===== src/rtl/core/b64e_pkg.sv =====
`timescale 1ns / 1ps
// ----------------------------------------------------------------------------
// b64e_pkg
// Shared types, constants and the character lookup for the base64 encoder.
// ----------------------------------------------------------------------------
package b64e_pkg;

	// position of a byte within its three-byte group
	typedef enum logic [1:0] {
		PHASE_0 = 2'd0,
		PHASE_1 = 2'd1,
		PHASE_2 = 2'd2
	} phase_t;

	localparam int unsigned RUN_MAX   = 4;
	localparam int unsigned QUEUE_DEP = 2;

	localparam logic [7:0] CHAR_PAD   = 8'h3D;
	localparam logic [7:0] CHAR_UPPER = 8'h41;
	localparam logic [7:0] CHAR_LOWER = 8'h61;
	localparam logic [7:0] CHAR_DIGIT = 8'h30;
	localparam logic [7:0] CHAR_PLUS  = 8'h2B;
	localparam logic [7:0] CHAR_SLASH = 8'h2F;

	// characters that one input byte causes, as sextets or pad marks
	typedef struct packed {
		logic [RUN_MAX-1:0][5:0] sextet;
		logic [RUN_MAX-1:0]      pad;
		logic [1:0]              last_idx;
		logic                    fin;
	} run_t;

	// queue status seen by the top level
	typedef struct packed {
		logic full;
		logic empty;
	} qstat_t;

	// standard alphabet: A-Z, a-z, 0-9, '+', '/'
	function automatic logic [7:0] sextet_char(input logic [5:0] v);
		logic [7:0] w;
		logic [7:0] c;
		begin
			w = {2'b00, v};
			if (v < 6'd26)
				c = CHAR_UPPER + w;
			else if (v < 6'd52)
				c = CHAR_LOWER + (w - 8'd26);
			else if (v < 6'd62)
				c = CHAR_DIGIT + (w - 8'd52);
			else if (v == 6'd62)
				c = CHAR_PLUS;
			else
				c = CHAR_SLASH;
			return c;
		end
	endfunction

endpackage


===== src/rtl/core/b64e_front.sv =====
`timescale 1ns / 1ps
// ----------------------------------------------------------------------------
// b64e_front
// Accepts raw bytes, tracks the group position and leftover bits, and
// builds the run of sextets and pads that each byte causes.
// ----------------------------------------------------------------------------
module b64e_front (
	input  logic             clk,
	input  logic             arst_n,
	input  logic             take,
	input  logic [7:0]       data_byte,
	input  logic             final_byte,
	output b64e_pkg::run_t   run
);

	b64e_pkg::phase_t phase_q, phase_d;
	logic [3:0]       leftover_q, leftover_d;

	// classify the byte by group position
	always_comb begin
		run        = '0;
		run.fin    = final_byte;
		phase_d    = phase_q;
		leftover_d = leftover_q;
		unique case (phase_q)
			b64e_pkg::PHASE_1: begin
				run.sextet[0] = {leftover_q[1:0], data_byte[7:4]};
				run.sextet[1] = {data_byte[3:0], 2'b00};
				run.pad[2]    = 1'b1;
				run.last_idx  = final_byte ? 2'd2 : 2'd0;
				phase_d       = b64e_pkg::PHASE_2;
				leftover_d    = data_byte[3:0];
			end
			b64e_pkg::PHASE_2: begin
				run.sextet[0] = {leftover_q, data_byte[7:6]};
				run.sextet[1] = data_byte[5:0];
				run.last_idx  = 2'd1;
				phase_d       = b64e_pkg::PHASE_0;
				leftover_d    = 4'd0;
			end
			default: begin
				run.sextet[0] = data_byte[7:2];
				run.sextet[1] = {data_byte[1:0], 4'b0000};
				run.pad[2]    = 1'b1;
				run.pad[3]    = 1'b1;
				run.last_idx  = final_byte ? 2'd3 : 2'd0;
				phase_d       = b64e_pkg::PHASE_1;
				leftover_d    = {2'b00, data_byte[1:0]};
			end
		endcase
		// end of message returns to the start of a group
		if (final_byte) begin
			phase_d    = b64e_pkg::PHASE_0;
			leftover_d = 4'd0;
		end
	end

	// group state
	always_ff @(posedge clk or negedge arst_n) begin
		if (!arst_n) begin
			phase_q    <= b64e_pkg::PHASE_0;
			leftover_q <= 4'd0;
		end else if (take) begin
			phase_q    <= phase_d;
			leftover_q <= leftover_d;
		end
	end

endmodule


===== src/rtl/core/b64e_queue.sv =====
`timescale 1ns / 1ps
// ----------------------------------------------------------------------------
// b64e_queue
// Two-entry queue of runs between the front and the back.
// ----------------------------------------------------------------------------
module b64e_queue (
	input  logic             clk,
	input  logic             arst_n,
	input  logic             push,
	input  b64e_pkg::run_t   push_run,
	input  logic             pop,
	output b64e_pkg::run_t   head,
	output b64e_pkg::qstat_t stat
);

	b64e_pkg::run_t [b64e_pkg::QUEUE_DEP-1:0] mem_q;
	logic       wr_ptr_q;
	logic       rd_ptr_q;
	logic [1:0] count_q;

	assign head       = mem_q[rd_ptr_q];
	assign stat.full  = (count_q == 2'(b64e_pkg::QUEUE_DEP));
	assign stat.empty = (count_q == 2'd0);

	// entry storage
	always_ff @(posedge clk) begin
		if (push)
			mem_q[wr_ptr_q] <= push_run;
	end

	// pointers and fill count
	always_ff @(posedge clk or negedge arst_n) begin
		if (!arst_n) begin
			wr_ptr_q <= 1'b0;
			rd_ptr_q <= 1'b0;
			count_q  <= 2'd0;
		end else begin
			if (push)
				wr_ptr_q <= ~wr_ptr_q;
			if (pop)
				rd_ptr_q <= ~rd_ptr_q;
			unique case ({push, pop})
				2'b10:   count_q <= count_q + 2'd1;
				2'b01:   count_q <= count_q - 2'd1;
				default: count_q <= count_q;
			endcase
		end
	end

endmodule


===== src/rtl/core/b64e_back.sv =====
`timescale 1ns / 1ps
// ----------------------------------------------------------------------------
// b64e_back
// Walks the head run into the output register, one character per cycle while out_stall does not hold it.
// ----------------------------------------------------------------------------
module b64e_back (
	input  logic             clk,
	input  logic             arst_n,
	input  b64e_pkg::run_t   head,
	input  logic             head_valid,
	output logic             pop,
	output logic             out_valid,
	input  logic             out_stall,
	output logic [7:0]       out_char,
	output logic             last_of_run,
	output logic             end_of_text
);

	logic [1:0] idx_q;
	logic       valid_q;
	logic       emit;
	logic       at_last;
	logic [7:0] ch;

	assign emit      = head_valid && (!valid_q || !out_stall);
	assign at_last   = (idx_q == head.last_idx);
	assign pop       = emit && at_last;
	assign out_valid = valid_q;

	// character for the current position
	always_comb begin
		if (head.pad[idx_q])
			ch = b64e_pkg::CHAR_PAD;
		else
			ch = b64e_pkg::sextet_char(head.sextet[idx_q]);
	end

	// position within the run and output valid
	always_ff @(posedge clk or negedge arst_n) begin
		if (!arst_n) begin
			idx_q   <= 2'd0;
			valid_q <= 1'b0;
		end else begin
			if (emit)
				idx_q <= at_last ? 2'd0 : idx_q + 2'd1;
			if (emit)
				valid_q <= 1'b1;
			else if (!out_stall)
				valid_q <= 1'b0;
		end
	end

	// output word
	always_ff @(posedge clk) begin
		if (emit) begin
			out_char    <= ch;
			last_of_run <= at_last;
			end_of_text <= at_last && head.fin;
		end
	end

endmodule


===== src/rtl/core/base64_stream_encoder.sv =====
`timescale 1ns / 1ps
// ----------------------------------------------------------------------------
// base64_stream_encoder
// Streaming base64 encoder: raw bytes in, ASCII characters out.
// ----------------------------------------------------------------------------
// Input channel: in_valid / in_stall with data_byte and final_byte; a word
// is taken at a clock edge with in_valid high and in_stall low. Setting
// final_byte flushes the partial sextet and pads with '=' to four chars.
// Output channel: out_valid / out_stall with out_char, last_of_run (last
// char caused by one input byte) and end_of_text (last char of a message).
// Each byte yields one to four characters; the back end emits one character
// per cycle while out_stall does not hold the output register. A taken byte
// is written into the run queue and then into the output register, where
// its first character appears on the output.
// A two-entry queue sits between the byte classifier and the character
// serializer; in_stall rises only when that queue is full, so bytes keep
// flowing while the output register holds a stalled character.
// Reset clears the group position, the queue and the output valid; the
// block accepts input as soon as reset is released.
// ----------------------------------------------------------------------------
module base64_stream_encoder (
	input  logic       clk,
	input  logic       arst_n,
	input  logic       in_valid,
	output logic       in_stall,
	input  logic [7:0] data_byte,
	input  logic       final_byte,
	output logic       out_valid,
	input  logic       out_stall,
	output logic [7:0] out_char,
	output logic       last_of_run,
	output logic       end_of_text
);

	b64e_pkg::run_t   new_run;
	b64e_pkg::run_t   head;
	b64e_pkg::qstat_t qstat;
	logic             take;
	logic             pop;

	assign in_stall = qstat.full;
	assign take     = in_valid && !qstat.full;

	// byte classifier
	b64e_front u_front (
		.clk        (clk),
		.arst_n     (arst_n),
		.take       (take),
		.data_byte  (data_byte),
		.final_byte (final_byte),
		.run        (new_run)
	);

	// run queue
	b64e_queue u_queue (
		.clk      (clk),
		.arst_n   (arst_n),
		.push     (take),
		.push_run (new_run),
		.pop      (pop),
		.head     (head),
		.stat     (qstat)
	);

	// character serializer
	b64e_back u_back (
		.clk         (clk),
		.arst_n      (arst_n),
		.head        (head),
		.head_valid  (!qstat.empty),
		.pop         (pop),
		.out_valid   (out_valid),
		.out_stall   (out_stall),
		.out_char    (out_char),
		.last_of_run (last_of_run),
		.end_of_text (end_of_text)
	);

	// end of message always closes a run
	a_eot_last: assert property (@(posedge clk) disable iff (!arst_n)
		out_valid && end_of_text |-> last_of_run)
		else $error("end_of_text without last_of_run");

	// queue never reports full and empty together
	a_qstat: assert property (@(posedge clk) disable iff (!arst_n)
		!(qstat.full && qstat.empty))
		else $error("queue status inconsistent");

	// a run leaves the queue only when one is present
	a_pop_nonempty: assert property (@(posedge clk) disable iff (!arst_n)
		pop |-> !qstat.empty)
		else $error("pop from empty queue");

	// a completed pop is followed by a valid character on the output
	a_pop_out: assert property (@(posedge clk) disable iff (!arst_n)
		pop |=> out_valid && last_of_run)
		else $error("run finished without its last character");

endmodule


===== config.mk =====
export PLATFORM = sky130hd
export DESIGN_NAME = base64_stream_encoder
export DESIGN_NICKNAME = d
export VERILOG_FILES = /design/src/rtl/core/b64e_pkg.sv /design/src/rtl/core/b64e_front.sv /design/src/rtl/core/b64e_queue.sv /design/src/rtl/core/b64e_back.sv /design/src/rtl/core/base64_stream_encoder.sv
export SDC_FILE = /design/constraint.sdc
export NUM_CORES = 1
export LEC_CHECK = 0
export ABC_AREA = 0
export BUFFER_PORTS_ARGS = -buffer_cell sky130_fd_sc_hd__buf_2
export CORE_MARGIN = 2
export CORE_UTILIZATION = 32
export CTS_CLUSTER_SIZE = 25
export DETAILED_ROUTE_END_ITERATION = 6
export PLACE_DENSITY = 0.48
export SLEW_MARGIN = 20
export SYNTH_ARGS = -nofsm -noshare
export SYNTH_HDL_FRONTEND = slang
export SYNTH_SLANG_ARGS = --single-unit

===== constraint.sdc =====
create_clock -name clk -period 4.2 [get_ports clk]
set_input_delay 0.84 -clock clk [delete_from_list [all_inputs] [get_ports clk]]
set_output_delay 0.84 -clock clk [all_outputs]
set_load 0.02 [all_outputs]

==> impl_results.md, run 1 <==
- Reg2Reg Depth: 9
- Syn Inst Count: 254
- Worst R2R Start: u_queue.rd_ptr_q
- Hold Vio Cnt, Final: 0
- Syn_nets: between 200 and 300
- Initial DRC Count: 61
- Vias per inst: 4.90
- Sequential area share after synthesis: 53.8%
- Initial core utilization: about a third
- IO buf count: 24
- CP required: 4280 ps
- Post-synth top area cell: edfxtp_1
- Tot GR Track Use: 12.9%
- Mean routed wirelength per cell: 14.9 um
- Max_cap viols: 0
- Post-synth top area share: 43.1%
- Setup Skew: 12.7 ps
- Area after DPL: roughly 3300 um^2
- Pin count of the biggest net entering global routing: 26
- Setup ws final: 1110 ps
- Rel. slew slack: between 50% and 60%
- Most common cell after layout, fill and taps aside: edfxtp_1
- Clock sink count: 57
- Most frequent cells in the layout: edfxtp_1 (44), buf_2 (24), nand2_1 (22)
- RSZ-0062 raised after global routing: no
- FMAX: between 0.3 and 0.4 GHz
- N_diodes: 0
- GP Congestion: 0.811
- Setup crit start: u_queue.rd_ptr_q
- Global-route wire length before repair: between 10,000 and 15,000 um
- Height of the die: 102 um
- Final setup vio count: 0
- Worst setup slack after placement: 1110 ps
- Overall Power: 3.22 mW
- Initial antenna violation count: 0
- Min-Delay Path Class: in -> async
- Worst vdd ir: between 0.5 and 0.6 mV
- Horiz. Die Dim: about 100 um
- Design Area, Final: 3500 um^2
- Grt ovf: 0
- Clock transition at path regs: 70 ps
- Fin crit period: 3090 ps
- Run status: completed
- Final #Nets: ~300
- Leak pwr: 1.36 nW
- Vias: approximately 2,000
- Cts repair resizes: 0
- Final HPWL DP: 4490 um
- P per Cell Area: 920 nW/um^2
- Num CTS Buffers: 9
- H-tree depth: 3
- Slew @ Worst Pin: 654 ps
- CTS tree: built
- Final period util: 73.7%
- Via count of the first global-routing pass: 1,951
- CP endpoint kind: register
- Fraction of layout cells with a size suffix above 1: 20.1%
- Hold buffer count at cts: 0
- Post-Route WL: a little over 6000 um
- Worst setup SP type: register
- Setup TNS: 0 ps
- Hold_ws: 397 ps
- CP Max Fanout: 11
- Post-Synthesis Cell Area: 3060 um^2
- Cell variety after synth: between 40 and 50
- Synth area leaders: edfxtp_1 (43%), dfrtp_1 (11%), ha_1 (4.9%), mux4_2 (3.7%), a22oi_1 (2.9%)
- Row cnt: 35
- Capturing point of the worst reg2reg path: u_back.out_char[4]
- Worst EP arrival: 3180 ps
- Drc violations: 0
- Final Slew Violations: 0
- Root Driver: clkbuf_8
- Placeable Area: 9280 um^2
- Largest buffer count on any clock path: 2
- 1st-pass router iterations: 4
- Syn_area_per_cell: 12.1 um^2
- Clk Latency, worst-skew pair: 340 ps
- Layout area overhead: 14.1%
- Synth warnings: 0
- Full die area: around 10,000 um^2
- Antenna-violating nets left: 0
- Setup Fix Bufs, Post-CTS: 0
- Worst R2R Setup Slack: 1110 ps
- IO Pins: 25
- Setup Crit Path Kind: reg -> reg
- Yosys reg bits: between 50 and 60
[registers in the layout (all words and copies together) (netlist names)]
| name | count |
|---|---|
| u_queue.wr_ptr_q | 1 |
| u_back.idx_q | 2 |
| u_back.end_of_text | 1 |
| u_queue.count_q | 2 |
| u_queue.rd_ptr_q | 1 |
| u_queue.mem_q | 34 |
| u_back.out_char | 8 |
| u_back.out_valid | 1 |
| u_front.phase_q | 2 |
| u_back.last_of_run | 1 |
| u_front.leftover_q | 4 |
[layer usage]
metal | vias up | GRT usage [%] | routed length [um] | share of wire (%)
li1 | 986 | - | - | -
met1 | 971 | 17.1 | 2810 | 46
met2 | 55 | 20.5 | 2960 | 48
met3 | 13 | 3.69 | 269 | 4.4
met4 | 0 | 4.31 | 100 | 1.6
met5 | - | 0 | 0 | 0
[synthesized netlist by cell type, drive strengths merged]
| library cell | instances |
|---|---|
| a22o | 5 |
| nand4 | 1 |
| a22oi | 12 |
| xor2 | 5 |
| xnor2 | 9 |
| a211o | 2 |
| a21oi | 4 |
| o21ai | 16 |
| o211ai | 2 |
| nor3 | 6 |
| o21a | 1 |
| ha | 12 |
| clkbuf | 8 |
| o21ba | 1 |
| mux4 | 7 |
| a41o | 2 |
| o22ai | 2 |
| a31oi | 2 |
| dfrtp | 13 |
| a32o | 1 |
| nor4 | 1 |
| a31o | 1 |
| o211a | 1 |
| o22a | 1 |
| buf | 7 |
| nand3b | 1 |
| inv | 13 |
| edfxtp | 44 |
| a221o | 1 |
| nor2 | 20 |
| nand2b | 10 |
| mux2i | 5 |
| nor4b | 2 |
| or2 | 1 |
| and2 | 3 |
| nor2b | 3 |
| a221oi | 1 |
| nand2 | 22 |
| mux2 | 3 |
| o21bai | 1 |
| nand3 | 2 |
[worst max-delay path by stage]
| stage | to | slack (ps) | cells past startpoint |
|---|---|---|---|
| 3_5_place_dp | u_back.out_char[4] | 1110 | 9 |
| 4_1_cts | u_back.out_char[4] | 1110 | 9 |
| 5_1_grt | u_back.out_char[4] | 970 | 9 |
| 2_1_floorplan | u_back.out_char[4] | 1270 | 11 |
| 3_3_place_gp | u_back.out_char[4] | 1200 | 9 |
| 6_report | u_back.out_char[4] | 1110 | 9 |
[cell type report]
cell class | instances | area (um^2)
multi-input cells | 169 | 1280
repair buffers | 29 | 158
inverters | 13 | 48.8
flip-flops and latches | 57 | 1650
clock inverters | 4 | 28.8
clock buffers | 12 | 176
fillers | 950 | 5790
well taps | 129 | 161
[worst max-delay path, stage by stage, from the launching register on]
cell,delay (ps)
dfrtp_1,440
mux4_2,660
nand2b_1,200
ha_1,270
nand2b_1,230
mux2_2,300
nand2_1,60
o211ai_1,110
a221o_1,310
a211o_1,280
[logic make-up after synthesis]
group / Yosys count / synth area share, %
AO/OA/AOI/OAI: 56 / 13.2
XOR/XNOR: 14 / 4.00
adder cells (fa/ha/maj): 12 / 4.90
buffers and inverters: 28 / 4.58
flip-flops: 57 / 53.8
multiplexers: 15 / 8.13
AND/OR/NAND/NOR: 72 / 11.4
[power breakdown]
part / switching, mW / total [mW] / internal, mW
Combinational: 1.01 / 1.69 / 0.682
Sequential: 0.104 / 1.02 / 0.912
Clock: 0.224 / 0.509 / 0.285
[stage by stage]
stage	cells	utilization [%]
after floorplan	254	-
after global placement	397	35.4
after detailed placement	397	35.4
after CTS	413	37.7
after global routing	413	37.7
final	413	37.7
No activity file was read; power rests on OpenSTA's default activity.
==> inputs of run 2 (changes only) <==
--- a/config.mk
+++ b/config.mk
@@ -11,7 +11,7 @@
 export CORE_UTILIZATION = 32
 export CTS_CLUSTER_SIZE = 25
 export DETAILED_ROUTE_END_ITERATION = 6
-export PLACE_DENSITY = 0.48
+export PLACE_DENSITY = 0.5
 export SLEW_MARGIN = 20
 export SYNTH_ARGS = -nofsm -noshare
 export SYNTH_HDL_FRONTEND = slang
==> constraint.sdc (replaced) <==
create_clock -name clk -period 2.7 [get_ports clk]
set_input_delay 0.54 -clock clk [delete_from_list [all_inputs] [get_ports clk]]
set_output_delay 0.54 -clock clk [all_outputs]
set_load 0.02 [all_outputs]
==> impl_results.md, run 2 (synthesis results as in run 1) <==
- Layout area overhead: 19.3%
- Fin crit period: 2690 ps
- Run status: completed
- Worst R2R Setup Slack: 10 ps
- IO Pins: 25
- FF+latch area: 1650 um^2
- N_diodes: 0
- 1st-pass router iterations: 4
- CP max stage delay: 570 ps
- FMAX: about 0.37 GHz
- Mean routed wirelength per cell: between 10 and 15 um
- Worst R2R Start: u_queue.rd_ptr_q
- Full die area: just over 10,000 um^2
- Root Driver: clkbuf_8
- Post-Route WL: 6330 um
- Final Slew Violations: 0
- Top Registers: u_queue.mem_q x34, u_back.out_char x8, u_front.leftover_q x4
- Vias per inst: 4.86
- Global-route wire length before repair: 10,500 um
- Kind of cell adding the most delay to the critical path: multiplexers
- RSZ-0062 raised after global routing: yes
- Hold Vio Cnt, Final: 0
- Setup Skew: 3.42 ps
- Worst path cell trace: mux4_2, nand2b_4, ha_4, nand2b_4, mux2_2, nand2_1, o211ai_1, a221o_1, a211o_1
- Vias: 2,095
- CP endpoint kind: register
- Clock transition at path regs: 60 ps
- Placeable Area: 9280 um^2
- Horiz. Die Dim: just over 100 um
- Pin count of the biggest net entering global routing: 26
- Capturing point of the worst reg2reg path: u_back.out_char[4]
- Max_cap viols: 0
- CP required: 2780 ps
- Num CTS Buffers: 9
- Top reg by flops: u_queue.mem_q
- Clock sink count: 57
- Initial DRC Count: 102
- Design Area, Final: 3650 um^2
- Most common cell after layout, fill and taps aside: edfxtp_1
- Worst path slowest cell: mux4_2
- Final period util: about 99%
- Most frequent CP cell: nand2b_4
- Initial antenna violation count: 0
- Multi-input combinational cell area: 1340 um^2
- Slew @ Worst Pin: 643 ps
- Most frequent cells in the layout: edfxtp_1 (44), buf_2 (24), buf_4 (22)
- Min-Delay Path Class: in -> async
- Reg2Reg Depth: 9
- Via count of the first global-routing pass: around 2,100
- Rel. slew slack: 57.1%
- Largest buffer count on any clock path: 2
- Final #Nets: about 320
- Fraction of layout cells with a size suffix above 1: between 20% and 30%
- Setup Crit Path Kind: reg -> reg
- CP bufs+invs: 0
- Initial core utilization: 33.0%
- Clk Latency, worst-skew pair: 330 ps
- # fillers: around 910
- Row cnt: 35
- Antenna-violating nets left: 0
- Tot GR Track Use: between 10% and 20%
- Height of the die: 102 um
- Worst setup SP type: register
- Worst EP arrival: 2760 ps
- H-tree depth: 3
- CP Max Fanout: 5
- CTS tree: built
- GP Congestion: 0.857
- Final setup vio count: 0
- Area after DPL: 3450 um^2
- Grt ovf: 0
- Final HPWL DP: 4590 um
- IO buf count: 24
- Drc violations: 0
- Max FFs per register: 34
[run 2: cell types whose count changed in the layout (fill, tap and decap cells not counted), moves of 2 or more]
cell and change:
buf_4 +17, nand2b_1 -3, nand2b_4 +3, clkbuf_8 -2, clkinv_2 +2, clkinvlp_4 +2
ha_1 -2, ha_4 +2, inv_4 -2
[run 2: area by class of cell]
type	instances	share of cell area (%)
Inverter	13	1.34
Clock inverter	6	0.993
Clock buffer	10	3.49
Tap cell	129	4.42
Multi-Input combinational cell	169	36.6
Timing Repair Buffer	47	8.11
Sequential cell	57	45.1
[run 2: worst reg2reg max path, cell delays in order, from the launching register on]
cell and delay, ps:
dfrtp_2 430, mux4_2 570, nand2b_4 120, ha_4 210, nand2b_4 140, mux2_2 260
nand2_1 60, o211ai_1 90, a221o_1 330, a211o_1 230
[run 2: worst max path at each step]
stage	start	cells past startpoint	to
detailed placement	u_queue.rd_ptr_q	9	u_back.out_char[4]
finish	u_queue.rd_ptr_q	9	u_back.out_char[4]
floorplan	u_queue.rd_ptr_q	11	u_back.out_char[4]
global route	u_queue.rd_ptr_q	9	u_back.out_char[4]
global placement	u_queue.rd_ptr_q	9	u_back.out_char[4]
CTS	u_queue.rd_ptr_q	9	u_back.out_char[4]
[run 2: per-stage QoR]
| step | instances | TNS, ps | setup WS, ps | hold WS, ps | util, % |
|---|---|---|---|---|---|
| after floorplan | 254 | -72.1 | -72.1 | 244 | - |
| after global placement | 414 | -73.7 | -58.3 | 459 | 37.1 |
| after detailed placement | 414 | -128 | -94.6 | 467 | 37.1 |
| after CTS | 431 | 0 | 1.24 | 96.6 | 39.2 |
| after global routing | 431 | -201 | -110 | 111 | 39.4 |
| final | 431 | 0 | 14.4 | 108 | 39.4 |
[run 2: routing by layer]
| layer | up-vias | routed length (um) | GRT usage (%) |
|---|---|---|---|
| li1 | 1022 | - | - |
| met1 | 1003 | 2870 | 17.0 |
| met2 | 57 | 3050 | 21.8 |
| met3 | 13 | 311 | 4.38 |
| met4 | 0 | 107 | 4.21 |
| met5 | - | 0 | 0 |
[run 2: timing repair]
item                       in CTS  in global routing
gates cloned                    0                  0
resized for setup               3                  3
buffers inserted                1                  0
pin swaps                       0                  4
setup endpoints to repair       2                  3
hold endpoints to repair        0                  0
hold buffers                    0                  0
Power of run 2 is left out: the tool's default activity adds up to more than one toggle a clock period on the data nets, which glitch-free logic cannot reach.
